[config.mk]
export PLATFORM = sky130hd
export DESIGN_NAME = pool3_ctrl
export DESIGN_NICKNAME = d
export VERILOG_FILES = /design/src/rtl/core/pool3_pkg.sv /design/src/rtl/core/pool3_ctrl.sv
export SDC_FILE = /design/constraint.sdc
export NUM_CORES = 1
export LEC_CHECK = 0
export BUFFER_PORTS_ARGS = -buffer_cell sky130_fd_sc_hd__buf_2
export CAP_MARGIN = 20
export CORE_UTILIZATION = 40
export CTS_CLUSTER_DIAMETER = 60
export DETAILED_ROUTE_END_ITERATION = 7
export PLACE_DENSITY = 0.6
export SKIP_CTS_REPAIR_TIMING = 1
export SLEW_MARGIN = 20
export SYNTH_ARGS = -nofsm -noshare
export SYNTH_HDL_FRONTEND = slang
export SYNTH_SLANG_ARGS = --single-unit
[constraint.sdc]
create_clock -name clk -period 11 [get_ports clk]
set_input_delay 1.1 -clock clk [delete_from_list [all_inputs] [get_ports clk]]
set_output_delay 1.1 -clock clk [all_outputs]
set_load 0.02 [all_outputs]
[src/rtl/core/pool3_pkg.sv]
// Shared types and constants for the 3x3 int8 pooling block.
package pool3_pkg;

  localparam int PIX_W         = 8;
  localparam int LANES         = 4;
  localparam int WORD_W        = PIX_W * LANES;
  localparam int PART_W        = 11;   // column partial: sum of three int8
  localparam int SUM_W         = 12;   // window: sum of nine int8
  localparam int ROW_W         = 12;
  localparam int ROW_LIMIT     = 4095;
  localparam int CFG_DIM_W     = 11;
  localparam int MIN_WIDTH     = 3;
  localparam int WIN_EDGE      = 2;    // window size minus one
  localparam int DEF_MAX_WIDTH = 1024;
  localparam int ADDR_W        = 5;
  localparam int DATA_W        = 32;

  localparam logic [1:0]       STRIDE_TWO = 2'd2;
  localparam logic [PIX_W-1:0] PAD_MAX    = 8'h80;
  localparam logic [PIX_W-1:0] PAD_AVG    = 8'h00;

  typedef enum logic [2:0] {
    REG_POOL_MODE     = 3'd0,
    REG_WINDOW_STRIDE = 3'd1,
    REG_PADDED_WIDTH  = 3'd2,
    REG_OUT_HEIGHT    = 3'd3,
    REG_OUT_WIDTH     = 3'd4
  } reg_idx_t;

  typedef struct packed {
    logic                 pool_mode;
    logic [1:0]           window_stride;
    logic [CFG_DIM_W-1:0] padded_width;
    logic [CFG_DIM_W-1:0] out_height;
    logic [CFG_DIM_W-1:0] out_width;
  } cfg_t;

  // Window placement of one beat.
  typedef struct packed {
    logic emit;
    logic last;
  } pos_t;

endpackage

[src/rtl/core/pool3_ctrl.sv]
// Row/column counters and window placement for the incoming beat.
module pool3_ctrl #(
  parameter int MAX_WIDTH = pool3_pkg::DEF_MAX_WIDTH
) (
  input  logic                         clk,
  input  logic                         rst_n,
  input  logic                         accept,
  input  logic                         frame_start,
  input  pool3_pkg::cfg_t              cfg,
  output logic [$clog2(MAX_WIDTH)-1:0] col_addr,
  output pool3_pkg::pos_t              pos
);

  localparam int AW = $clog2(MAX_WIDTH);
  localparam int CW = $clog2(MAX_WIDTH + 1);
  localparam int WW = (CW > pool3_pkg::CFG_DIM_W) ? CW : pool3_pkg::CFG_DIM_W;
  localparam int RW = pool3_pkg::ROW_W;

  logic [RW-1:0] row_r, row_nxt;
  logic [CW-1:0] col_r, col_nxt;

  logic [WW-1:0] pw, width_ww;
  logic [CW-1:0] width_c;
  logic [RW-1:0] row0, row1, dr, dr_q, oh;
  logic [CW-1:0] col0, col1, col2, dc, dc_q;
  logic [WW-1:0] dcq_w, ow;
  logic          wrap0, wrap1, stride2, dr_al, dc_al, ok_r, ok_c;

  function automatic logic [RW-1:0] row_inc(input logic [RW-1:0] r);
    row_inc = (r == RW'(pool3_pkg::ROW_LIMIT)) ? r : r + RW'(1);
  endfunction

  always_comb begin
    pw       = WW'(cfg.padded_width);
    width_ww = pw;
    if (pw < WW'(pool3_pkg::MIN_WIDTH)) begin
      width_ww = WW'(pool3_pkg::MIN_WIDTH);
    end else if (pw > WW'(MAX_WIDTH)) begin
      width_ww = WW'(MAX_WIDTH);
    end
    width_c = width_ww[CW-1:0];

    row0  = frame_start ? '0 : row_r;
    col0  = frame_start ? '0 : col_r;
    wrap0 = (col0 >= width_c);
    col1  = wrap0 ? '0 : col0;
    row1  = wrap0 ? row_inc(row0) : row0;
    col2  = col1 + CW'(1);
    wrap1 = (col2 >= width_c);

    col_nxt = wrap1 ? '0 : col2;
    row_nxt = wrap1 ? row_inc(row1) : row1;

    stride2 = (cfg.window_stride == pool3_pkg::STRIDE_TWO);
    ok_r    = (row1 >= RW'(pool3_pkg::WIN_EDGE));
    ok_c    = (col1 >= CW'(pool3_pkg::WIN_EDGE));
    dr      = row1 - RW'(pool3_pkg::WIN_EDGE);
    dc      = col1 - CW'(pool3_pkg::WIN_EDGE);
    dr_q    = stride2 ? (dr >> 1) : dr;
    dc_q    = stride2 ? (dc >> 1) : dc;
    dr_al   = !stride2 || !dr[0];
    dc_al   = !stride2 || !dc[0];
    oh      = RW'(cfg.out_height);
    ow      = WW'(cfg.out_width);
    dcq_w   = WW'(dc_q);

    pos.emit = ok_r && ok_c && dr_al && dc_al && (dr_q < oh) && (dcq_w < ow);
    pos.last = (dr_q == oh - RW'(1)) && (dcq_w == ow - WW'(1));
    col_addr = col1[AW-1:0];
  end

  always_ff @(posedge clk) begin
    if (!rst_n) begin
      row_r <= '0;
      col_r <= '0;
    end else if (accept) begin
      row_r <= row_nxt;
      col_r <= col_nxt;
    end
  end

endmodule

==> implementation parameters <==
Parameter                              Value

Global route
  Vias in the first global route ... 4578
  Grt met2 use ... 0.396
  Residual overflow from global routing ... 0
  Overall routing resource usage ... 0.222
  Global Route met3 Usage ... 0.0247
  Met1 track utilization from global routing ... 0.288
  Maximum number of pins on one net before global-route repair ... 38
  Wire length of the first global-routing pass ... approximately 21 mm
  Initial antenna violation count ... 0
  Most crowded layer after global routing ... met2

STA
  Period utilisation layout ... 0.728
  Post-Route Setup TNS ... 0 ns
  Total of endpoints with negative setup slack in the final report ... 0
  Minimum period implied by the final worst setup slack ... 8.00 ns
  Maximum clock skew at final layout ... 0.00405 ns
  Pins Over Slew Limit ... 0
  Max-slew headroom at the worst pin ... 0.383
  Fmax ... 125 MHz
  Count of endpoints failing hold in the final timing report ... 0
  Transition time at the pin with the least slew margin ... 0.925 ns
  WHS ... between 0.5 and 0.6 ns
  RSZ-0062 raised after global routing ... no

Route
  Wire length after detailed routing ... 12.4 mm
  Remaining DRCs ... 0
  Iteration-0 DRC count of the detailed router ... a little over 200
  Via count ... ~4.6k
  Vias per cell ... 5.80
  ANT nets after route ... 0
  First-pass detailed-route iteration total ... 4
  Wire per inst ... 15.6 um

Clock network
  Clk sinks ... 23
  CTS tree ... built
  Cell chosen for the clock root ... sky130_fd_sc_hd__clkbuf_16
  TritonCTS buffer count ... 3
  Clock Path Buffers ... 2
  Clk Latency, worst-skew pair ... around 0.27 ns
  Clock transition at the register clock pins on the worst setup and hold paths after CTS ... 0.07 ns
  Number of levels the H-tree was split into ... 1

Floorplan
  Initial Utilization ... 0.412
  Number of I/O pins ... 52
  Standard cell core area ... about 0.011 mm^2
  Die extent in x ... 108 um
  Y dimension of the die ... 108 um
  Number of rows in the core area ... 38
  Die Outline Area ... 0.0117 mm^2

Critical path
  Maximum fanout count along the critical path ... 12
  Arrival time of the worst setup path ... between 6 and 7 ns
  CP max-delay cell ... sky130_fd_sc_hd__mux2_2
  Crit Path Class ... primary input to output port
  Critical Path RT ... 9.90 ns
  Delay contributed by the slowest stage of the critical path ... about 0.47 ns
  Most common cell on crit path ... sky130_fd_sc_hd__o21a_1
  CP startpoint kind ... primary input
  CP delay by family, top ... compound AO/OA/AOI/OAI gates
  Worst Setup End Kind ... output port
  Total buffers and inverters traversed by the critical path ... 2

Final layout
  NumNets Final ... about 750
  Post-route cell area ... 0.00495 mm^2
  Antenna cells ... 0
  Share of final-layout standard cells stronger than drive strength 1 ... 0.127
  Fillcell total ... about 1.2k
  Syn-to-layout area delta ... 9.74%

Logic synthesis
  Warning count from the yosys run ... 0
  Synth Area per Inst ... between 7 and 8 um^2
  Flip-flop and latch count after synthesis ... 23
  Sequential area share after synthesis ... 0.102
  Most instantiated flip-flop cell in the synthesis netlist ... sky130_fd_sc_hd__dfxtp_1
  Fraction of registers with async set/reset ... 0
  Mapped Cells ... 623
  Number of unique standard cell types used by synthesis ... 74
  Syn nets ... 717
  Post-synthesis instance area ... between 0.004 and 0.005 mm^2
  Number of synthesized flops with an enable pin ... 0

Power and ir drop
  Peak VDD IR ... 54.6 uV
  Pwr/cell area ... 54.5 mW/mm^2
  Leakage power summed over all cells ... 2.15 nW

Place
  Count of buffers inserted at the top-level ports ... 50
  DPL Wire Length ... 9.97 mm
  Weighted congestion reported at the end of routability-driven placement ... 0.900
  Instance area at placement ... 0.00487 mm^2

Hold path
  Type of the tightest min-delay check ... flip-flop to flip-flop

Flow run
  Number of max-cap violations ... 0

Run status
  Result of the run ... finished clean
[power breakdown]
part | internal, mW | leakage, nW | total [mW] | switching, mW
Clock | 0.0492 | 0.0409 | 0.0864 | 0.0372
Combinational | 0.0410 | 1.92 | 0.0972 | 0.0562
Sequential | 0.0844 | 0.186 | 0.0860 | 0.00163
[final timing paths]
kind	startpoint	endpoint	slack, ns	depth (start not counted)
worst max register to register	col_r[3]	row_r[1]	4.68	25
worst min-delay path	col_r[4]	col_r[4]	0.52	2
worst min register to register	col_r[4]	col_r[4]	0.52	2
worst max-delay path	cfg[26]	pos[1]	3.00	26
[through the flow]
step | total power, mW | util | cells | setup slack (ns)
3_5_place_dp | 0.185 | 0.445 | 792 | 3.06
4_1_cts | 0.271 | 0.453 | 796 | 3.03
5_1_grt | 0.288 | 0.453 | 796 | 2.73
3_3_place_gp | 0.182 | 0.445 | 792 | 3.17
2_1_floorplan | 0.157 | - | 623 | 3.65
6_report | 0.270 | 0.453 | 796 | 3.00
[synth_stat cells (all sizes together) (3+ instances only)]
library cell / count / area share
nand2b: 11 / 0.015
nand3: 25 / 0.029
nor2: 55 / 0.046
ha: 54 / 0.15
and4: 3 / 0.0058
nor4: 16 / 0.024
clkbuf: 19 / 0.016
xnor2: 49 / 0.097
a21o: 5 / 0.0083
a31oi: 4 / 0.0055
nor3: 25 / 0.033
a21oi: 36 / 0.040
o211ai: 3 / 0.0050
o2111ai: 3 / 0.0058
o31ai: 4 / 0.0067
nor2b: 27 / 0.037
and3: 8 / 0.011
a211oi: 9 / 0.016
buf: 5 / 0.0061
nand4: 12 / 0.017
xor2: 13 / 0.025
o21a: 21 / 0.035
o21ai: 23 / 0.028
mux2: 8 / 0.022
o22ai: 3 / 0.0042
a211o: 7 / 0.014
or3: 5 / 0.0069
inv: 34 / 0.028
mux2i: 11 / 0.024
or2: 3 / 0.0042
nand2: 56 / 0.047
and2: 8 / 0.011
nand3b: 5 / 0.011
dfxtp: 23 / 0.10
[state kept, by name, summed over array words and instances (netlist names)]
register  cells
col_r        11
row_r        12
[layout by cell type, fill, tap and decap left out, types with 24 or more instances in the layout]
master,Yosys,final
sky130_fd_sc_hd__nand2_1,56,56
sky130_fd_sc_hd__nor2b_1,27,26
sky130_fd_sc_hd__nor2_1,54,54
sky130_fd_sc_hd__nand3_1,24,24
sky130_fd_sc_hd__buf_2,1,50
sky130_fd_sc_hd__inv_1,34,34
sky130_fd_sc_hd__xnor2_1,48,48
sky130_fd_sc_hd__ha_1,54,54
sky130_fd_sc_hd__a21oi_1,36,36
[layer usage]
layer  up-vias  part of all wire
met3        12             0.032
met5         -                 0
met2        88              0.49
met1      2198              0.47
met4         0            0.0086
li1       2320                 -
[logic make-up after synthesis]
group | synth area share
buffers and inverters | 0.0510
adder cells (fa/ha/maj) | 0.150
flip-flops | 0.102
XOR/XNOR | 0.122
multiplexers | 0.0460
AND/OR/NAND/NOR | 0.319
AO/OA/AOI/OAI | 0.210
[tightest hold or removal path: stages (launching register included)]
cell and delay [ns]:
sky130_fd_sc_hd__dfxtp_1 0.34, sky130_fd_sc_hd__nand2b_1 0.08, sky130_fd_sc_hd__a21oi_1 0.05
[cell type report]
cell class | count | area [um^2] | area share
multi-input cells | 541 | 3830 | 0.774
flip-flops and latches | 23 | 460 | 0.0930
repair buffers | 53 | 273 | 0.0551
well taps | 140 | 175 | 0.0354
inverters | 35 | 131 | 0.0265
clock buffers | 3 | 75.1 | 0.0152
clock inverters | 1 | 5.00 | 0.00101
Power figures use the tool's default switching activity.
