`config.mk`:
```
export PLATFORM = sky130hd
export DESIGN_NAME = pool3_lane
export DESIGN_NICKNAME = d
export VERILOG_FILES = /design/src/rtl/core/pool3_pkg.sv /design/src/rtl/core/pool3_lane.sv
export SDC_FILE = /design/constraint.sdc
export NUM_CORES = 1
export LEC_CHECK = 0
export BUFFER_PORTS_ARGS = -buffer_cell sky130_fd_sc_hd__buf_2
export CORE_MARGIN = 3
export CORE_UTILIZATION = 63
export DETAILED_ROUTE_END_ITERATION = 12
export HOLD_SLACK_MARGIN = 0.08
export PLACE_DENSITY_LB_ADDON = 0.12
export SLEW_MARGIN = 20
export SYNTH_ARGS = -nofsm -noshare
export SYNTH_HDL_FRONTEND = slang
export SYNTH_SLANG_ARGS = --single-unit
```
`constraint.sdc`:
```
create_clock -name clk -period 35.8 [get_ports clk]
set_input_delay 5.37 -clock clk [delete_from_list [all_inputs] [get_ports clk]]
set_output_delay 5.37 -clock clk [all_outputs]
set_load 0.005 [all_outputs]
```
`src/rtl/core/pool3_pkg.sv`:
```
// Shared types and constants for the 3x3 int8 pooling block.
package pool3_pkg;

  localparam int PIX_W         = 8;
  localparam int LANES         = 4;
  localparam int WORD_W        = PIX_W * LANES;
  localparam int PART_W        = 11;   // column partial: sum of three int8
  localparam int SUM_W         = 12;   // window: sum of nine int8
  localparam int ROW_W         = 12;
  localparam int ROW_LIMIT     = 4095;
  localparam int CFG_DIM_W     = 11;
  localparam int MIN_WIDTH     = 3;
  localparam int WIN_EDGE      = 2;    // window size minus one
  localparam int DEF_MAX_WIDTH = 1024;
  localparam int ADDR_W        = 5;
  localparam int DATA_W        = 32;

  localparam logic [1:0]       STRIDE_TWO = 2'd2;
  localparam logic [PIX_W-1:0] PAD_MAX    = 8'h80;
  localparam logic [PIX_W-1:0] PAD_AVG    = 8'h00;

  typedef enum logic [2:0] {
    REG_POOL_MODE     = 3'd0,
    REG_WINDOW_STRIDE = 3'd1,
    REG_PADDED_WIDTH  = 3'd2,
    REG_OUT_HEIGHT    = 3'd3,
    REG_OUT_WIDTH     = 3'd4
  } reg_idx_t;

  typedef struct packed {
    logic                 pool_mode;
    logic [1:0]           window_stride;
    logic [CFG_DIM_W-1:0] padded_width;
    logic [CFG_DIM_W-1:0] out_height;
    logic [CFG_DIM_W-1:0] out_width;
  } cfg_t;

  // Window placement of one beat.
  typedef struct packed {
    logic emit;
    logic last;
  } pos_t;

endpackage

```
`src/rtl/core/pool3_lane.sv`:
```
// One channel lane: vertical merge, column partials, window merge and, in average mode, divide by nine.
module pool3_lane (
  input  logic                               clk,
  input  logic                               rst_n,
  input  logic                               adv,
  input  logic                               clr,
  input  logic                               avg,
  input  logic signed [pool3_pkg::PIX_W-1:0] up,
  input  logic signed [pool3_pkg::PIX_W-1:0] mid,
  input  logic signed [pool3_pkg::PIX_W-1:0] cur,
  output logic signed [pool3_pkg::PIX_W-1:0] res
);

  localparam int SW       = pool3_pkg::SUM_W;
  localparam int PW       = pool3_pkg::PART_W;
  localparam int MAG_W    = SW - 1;
  localparam int DIV_SH   = 14;
  localparam int DIV_MUL  = (1 << DIV_SH) / 9 + 1;   // ceil(2^14 / 9)
  localparam int HALF     = 9 / 2;
  localparam int PROD_W   = 2 * MAG_W;

  logic signed [PW-1:0]      p0_r, p1_r, q0, q1;
  logic signed [SW-1:0]      now, win, mag;
  logic [MAG_W-1:0]          plus;
  logic [PROD_W-1:0]         prod;
  logic [pool3_pkg::PIX_W-1:0] quo, quot;

  function automatic logic signed [SW-1:0] merge3(
    input logic signed [SW-1:0] a,
    input logic signed [SW-1:0] b,
    input logic signed [SW-1:0] c,
    input logic                 sum
  );
    logic signed [SW-1:0] m;
    m = (a > b) ? a : b;
    m = (m > c) ? m : c;
    merge3 = sum ? (a + b + c) : m;
  endfunction

  always_comb begin
    now  = merge3(SW'(up), SW'(mid), SW'(cur), avg);
    q0   = clr ? '0 : p0_r;
    q1   = clr ? '0 : p1_r;
    win  = merge3(SW'(q0), SW'(q1), now, avg);
    // round half away from zero: (|s| + 4) / 9 by reciprocal, then restore sign
    mag  = win[SW-1] ? -win : win;
    plus = mag[MAG_W-1:0] + MAG_W'(HALF);
    prod = PROD_W'(plus) * PROD_W'(DIV_MUL);
    quo  = prod[DIV_SH +: pool3_pkg::PIX_W];
    quot = win[SW-1] ? -quo : quo;
    res  = avg ? $signed(quot) : win[pool3_pkg::PIX_W-1:0];
  end

  always_ff @(posedge clk) begin
    if (!rst_n) begin
      p0_r <= '0;
      p1_r <= '0;
    end else if (adv) begin
      p0_r <= q1;
      p1_r <= now[PW-1:0];
    end
  end

endmodule

```
==> results of run 1 <==
-- per-stage QoR --
| step | utilization, % | hold WS (ns) | instances | setup WS, ns |
|---|---|---|---|---|
| final | 68.1 | 0.472 | 968 | 10.78 |
| after global routing | 68.1 | 0.495 | 968 | 10.05 |
| after CTS | 68.0 | 0.478 | 967 | 10.92 |
| after detailed placement | 67.5 | 0.462 | 963 | 10.99 |
| after global placement | 67.5 | 0.452 | 963 | 11.43 |
| after floorplan | - | 0.447 | 813 | 13.06 |
-- cells in the mapped netlist, drive strengths merged (17+ instances only) --
cell	number	area share [%]
ha	123	22
inv	102	5.6
nand2	48	2.7
a21oi	39	3.0
fa	38	11
xnor2	38	5.5
nor2	31	1.7
nor2b	29	2.6
o21ai	27	2.0
a21o	26	2.8
mux2i	23	3.4
dfxtp	20	5.8
nor3	17	1.2
-- worst max-delay path by stage --
stage	start	slack, ns	end
global route	mid[5]	10.05	res[6]
detailed placement	mid[5]	10.99	res[6]
global placement	mid[5]	11.43	res[6]
finish	mid[5]	10.78	res[6]
CTS	mid[5]	10.92	res[6]
floorplan	mid[5]	13.06	res[6]
-- routing by layer --
metal	part of all wire (%)	vias up	GRT usage, %	wire length, um
met5	0	-	0	0
met4	5.1	0	15.7	893
met3	3.5	54	2.33	609
li1	-	2935	-	-
met1	41	2908	33.4	7190
met2	50	155	54.9	8850
-- flip-flops by register name, summed over array words and instances, names as in the netlist --
register,flops
p1_r,10
p0_r,10
-- worst max-delay path, delay by kind of cell --
family / cells / cell delay (ns)
fa+ha+maj: 11 / 4.46
buf+inv: 9 / 0.67
compound gates: 24 / 5.60
mux: 2 / 0.78
xor+xnor: 4 / 0.94
simple gates: 10 / 1.83
-- cells in the final DEF (no fill, tap or decap), types with 9 or more instances in the layout --
master    count
mux2_2       16
xnor2_1      35
o211ai_1     12
nand2b_1     14
nand4_1       9
nand3_1      14
xor2_1       16
nand2_1      47
a21oi_1      38
a211oi_1     12
o21ai_0      26
ha_1        123
nor3_1       17
and2_1       11
nor2b_1      29
inv_1       101
nor2_1       31
mux2i_1      23
buf_2        36
a31oi_1      11
o211a_1      12
a21o_1       26
dfxtp_1      20
fa_1         38
-- logic make-up (layout without fill, tap and decap cells) --
logic type | Yosys count | count (layout) | synth area share (%)
AO/OA/AOI/OAI | 203 | 203 | 22.4
XOR/XNOR | 55 | 55 | 7.88
adder cells (fa/ha/maj) | 162 | 162 | 33.7
buffers and inverters | 126 | 145 | 7.86
flip-flops | 20 | 20 | 5.84
multiplexers | 39 | 39 | 5.98
AND/OR/NAND/NOR | 208 | 208 | 16.4
-- area by class of cell --
type,instances,area (sq um)
multi-input cells,667,5920
well taps,136,170
flip-flops and latches,20,400
inverters,104,395
clock buffers,4,55.1
repair buffers,37,188
fillers,932,3340
==> results.sh, run 1 <==
export IMPL_r2r_start="p1_r[0]$_SDFFE_PN0P_"
export IMPL_coreArea_sq_um=10500
export IMPL_grt_pass1_wl_um=28600
export IMPL_reg2regPathDepth=3
export IMPL_place_area_sq_um=7060
export IMPL_drt_pass1_iter_count=5
export IMPL_hold_viol_final=0
export IMPL_n_antenna_cell=0
export IMPL_routed_wl_um=17500
export IMPL_critPathRequiredTime_ns=30.43
export IMPL_viasPerCell=6.25
export IMPL_post_cts_buffers=0
export IMPL_timing_fmax_mhz=40.0
export IMPL_hp_start="p1_r[5]$_SDFFE_PN0P_"
export IMPL_clkLatencyLatePin_ns=0.26
export IMPL_tightest_slew_ns=0.835
export IMPL_cts_hold_buf=0
export IMPL_synth_edff_count=0
export IMPL_drt_iter0_drc=387
export IMPL_drv_cap=0
export IMPL_num_rows=37
export IMPL_via_count=6052
export IMPL_die_w_um=110
export IMPL_start_util_pct=65.5
export IMPL_nets=1023
export IMPL_die_h_um=110
export IMPL_clk_path_buf_depth=2
export IMPL_gr_total_overflow=0
export IMPL_htreeDepth=1
export IMPL_clock_sinks=20
export IMPL_gp_congestion=0.931
export IMPL_synthArstFlopShare_pct=0
export IMPL_yosys_register_bits=20
export IMPL_finalMaxSlewViolations=0
export IMPL_cts_buffers=3
export IMPL_status="finished, final reports clean"
export IMPL_end_kind="primary output"
export IMPL_fin_crit_ns=25.02
export IMPL_worst_clock_skew_ns=0.00128
export IMPL_synth_avg_cell_area_sq_um=8.44
export IMPL_ys_types=88
export IMPL_critPathMaxFanout=17
export IMPL_r2r_end="p0_r[0]$_SDFFE_PN0P_"
export IMPL_tns_ns=0
export IMPL_rsz0062_at_grt="false"
export IMPL_critPathKind="in -> out"
export IMPL_finalSetupViolCount=0
export IMPL_seq_area_frac_synth_pct=5.84
export IMPL_ant_nets=0
export IMPL_cts_resized_gates=0
export IMPL_antenna_found_initial=0
export IMPL_ios=37
export IMPL_wire_per_inst_um=18.1
export IMPL_hold_path_class="reg -> reg"
export IMPL_min_period_over_period_pct=69.9
export IMPL_relSlewSlack_pct=43.8
export IMPL_hold_end="p1_r[5]$_SDFFE_PN0P_"
export IMPL_dieArea_sq_um=12200
export IMPL_critPathArrivalTime_ns=19.65
export IMPL_cts_clk_slew_worst_paths_ns=0.07
export IMPL_rrSetupSlack_ns=34.76
export IMPL_crit_top_cell="inv_1"
export IMPL_synthCells=813
export IMPL_cp_start_kind="input port"
export IMPL_syn_cell_area_sq_um=6860
export IMPL_io_buffers=36
export IMPL_yosys_warnings=0
export IMPL_dp_hpwl_um=15000
export IMPL_grt_use_total_pct=29.6
export IMPL_cts_tree="done"
export IMPL_hold_depth=1
export IMPL_final_area_sq_um=7130
export IMPL_clockRootBuffer="clkbuf_8"
export IMPL_grt_max_degree=41
export IMPL_synth_ff_type="dfxtp_1"
export IMPL_crit_slowest_cell="fa_1"
export IMPL_slowest_delay_ns=0.58
export IMPL_syn2layout_area_growth_pct=3.92
export IMPL_grt_pass1_vias=6247
export IMPL_drive_above_1_share_pct=10.7
export IMPL_syn_nets=1003
export IMPL_drc=0
Power of run 1 is not shown: default switching activity piles up to over one toggle a cycle in this logic, so the estimate is an artifact.
==> inputs of run 2 (changes only) <==
==> constraint.sdc (replaced) <==
create_clock -name clk -period 24.8 [get_ports clk]
set_input_delay 3.72 -clock clk [delete_from_list [all_inputs] [get_ports clk]]
set_output_delay 3.72 -clock clk [all_outputs]
set_load 0.005 [all_outputs]
==> run 2 against run 1 <==
Against the previous run:
- cell count down 0.10%
- clock-buffer cell count decreased by 1
- wire length rose by 0.46%
- sequential share of layout area hardly changed
- first-iteration DRC count grew 16%
- worst hold slack improved by 0.00070 ns
==> results.sh, run 2 (synthesis gave the netlist of run 1 again) <==
export IMPL_die_h_um=110
export IMPL_critPathKind="in -> out"
export IMPL_n_antenna_cell=0
export IMPL_drt_pass1_iter_count=5
export IMPL_tns_ns=0
export IMPL_htreeDepth=1
export IMPL_cp_start_kind="input port"
export IMPL_drt_iter0_drc=450
export IMPL_grt_use_total_pct=30.0
export IMPL_drive_above_1_share_pct=10.6
export IMPL_gr_total_overflow=0
export IMPL_dp_cells=963
export IMPL_cts_hold_buf=0
export IMPL_relSlewSlack_pct=40.7
export IMPL_critPathArrivalTime_ns=17.97
export IMPL_end_kind="primary output"
export IMPL_critPathBufInv=9
export IMPL_dieArea_sq_um=12200
export IMPL_drv_cap=0
export IMPL_multi_input_area_sq_um=5920
export IMPL_crit_top_cell="inv_1"
export IMPL_seq_area_sq_um=400
export IMPL_finalMaxSlewViolations=0
export IMPL_clkLatencyLatePin_ns=0.25
export IMPL_cts_resized_gates=0
export IMPL_dp_hpwl_um=15100
export IMPL_io_buffers=36
export IMPL_critPathRequiredTime_ns=21.08
export IMPL_timing_fmax_mhz=46.1
export IMPL_cts_tree="done"
export IMPL_num_rows=37
export IMPL_clock_sinks=20
export IMPL_hold_viol_final=0
export IMPL_final_common_cell="ha_1"
export IMPL_cts_buffers=3
export IMPL_tightest_slew_ns=0.882
export IMPL_rsz0062_at_grt="false"
export IMPL_coreArea_sq_um=10500
export IMPL_hold_path_class="reg -> reg"
export IMPL_antenna_found_initial=0
export IMPL_ant_nets=0
export IMPL_wire_per_inst_um=18.2
export IMPL_start_util_pct=65.5
export IMPL_die_w_um=110
export IMPL_ios=37
export IMPL_worst_clock_skew_ns=0.000507
export IMPL_gp_congestion=0.932
export IMPL_crit_slowest_cell="a2111oi_0"
export IMPL_clk_path_buf_depth=2
export IMPL_grt_pass1_wl_um=29200
export IMPL_instances_no_fill=967
export IMPL_fin_crit_ns=21.69
export IMPL_drc=0
export IMPL_nets=1023
export IMPL_critPathMaxFanout=17
export IMPL_slowest_delay_ns=0.61
export IMPL_via_count=6033
export IMPL_grt_max_degree=41
export IMPL_post_cts_buffers=0
export IMPL_status="finished, final reports clean"
export IMPL_fillers=915
export IMPL_min_period_over_period_pct=87.5
export IMPL_grt_pass1_vias=6197
export IMPL_clockRootBuffer="clkbuf_8"
export IMPL_holdWs_ns=0.473
export IMPL_syn2layout_area_growth_pct=3.72
export IMPL_cts_clk_slew_worst_paths_ns=0.06
export IMPL_routed_wl_um=17600
export IMPL_cp_top_family="compound AO/OA/AOI/OAI gates"
export IMPL_reg_top3="p0_r x10, p1_r x10"
export IMPL_finalSetupViolCount=0
export IMPL_utilization_pct=68.0
export IMPL_mostFrequentLayoutCells="123 x ha_1, 101 x inv_1, 47 x nand2_1"
export IMPL_viasPerCell=6.24
run 2: metal layers:
layer	vias up	share of wire, %	GRT usage [%]	wire length [um]
met3	58	3.2	2.10	571
met2	140	51	55.3	8900
met5	-	0	0	0
met4	0	5.3	15.6	940
li1	2950	-	-	-
met1	2885	41	34.7	7210
run 2: layout make-up:
type,instances,share of cell area (%)
clock buffers,3,0.580
multi-input cells,667,83.2
well taps,136,2.39
inverters,104,5.56
flip-flops and latches,20,5.63
repair buffers,37,2.64
run 2: path summary, 6_finish.rpt:
kind | startpoint | end | slack [ns] | cells after the start
worst min register to register | p1_r[7]$_SDFFE_PN0P_ | p1_r[7]$_SDFFE_PN0P_ | 0.47 | 1
worst min-delay path | p1_r[7]$_SDFFE_PN0P_ | p1_r[7]$_SDFFE_PN0P_ | 0.47 | 1
worst max register to register | p1_r[0]$_SDFFE_PN0P_ | p0_r[0]$_SDFFE_PN0P_ | 23.76 | 3
worst max-delay path | mid[5] | res[6] | 3.11 | 60
run 2: stage by stage:
stage	area [sq um]	worst slack, ns
after floorplan	6860	5.36
after global placement	7060	3.73
after detailed placement	7060	3.32
after CTS	7110	3.22
after global routing	7110	2.13
final	7110	3.11
Power of run 2 is left out for the same reason.
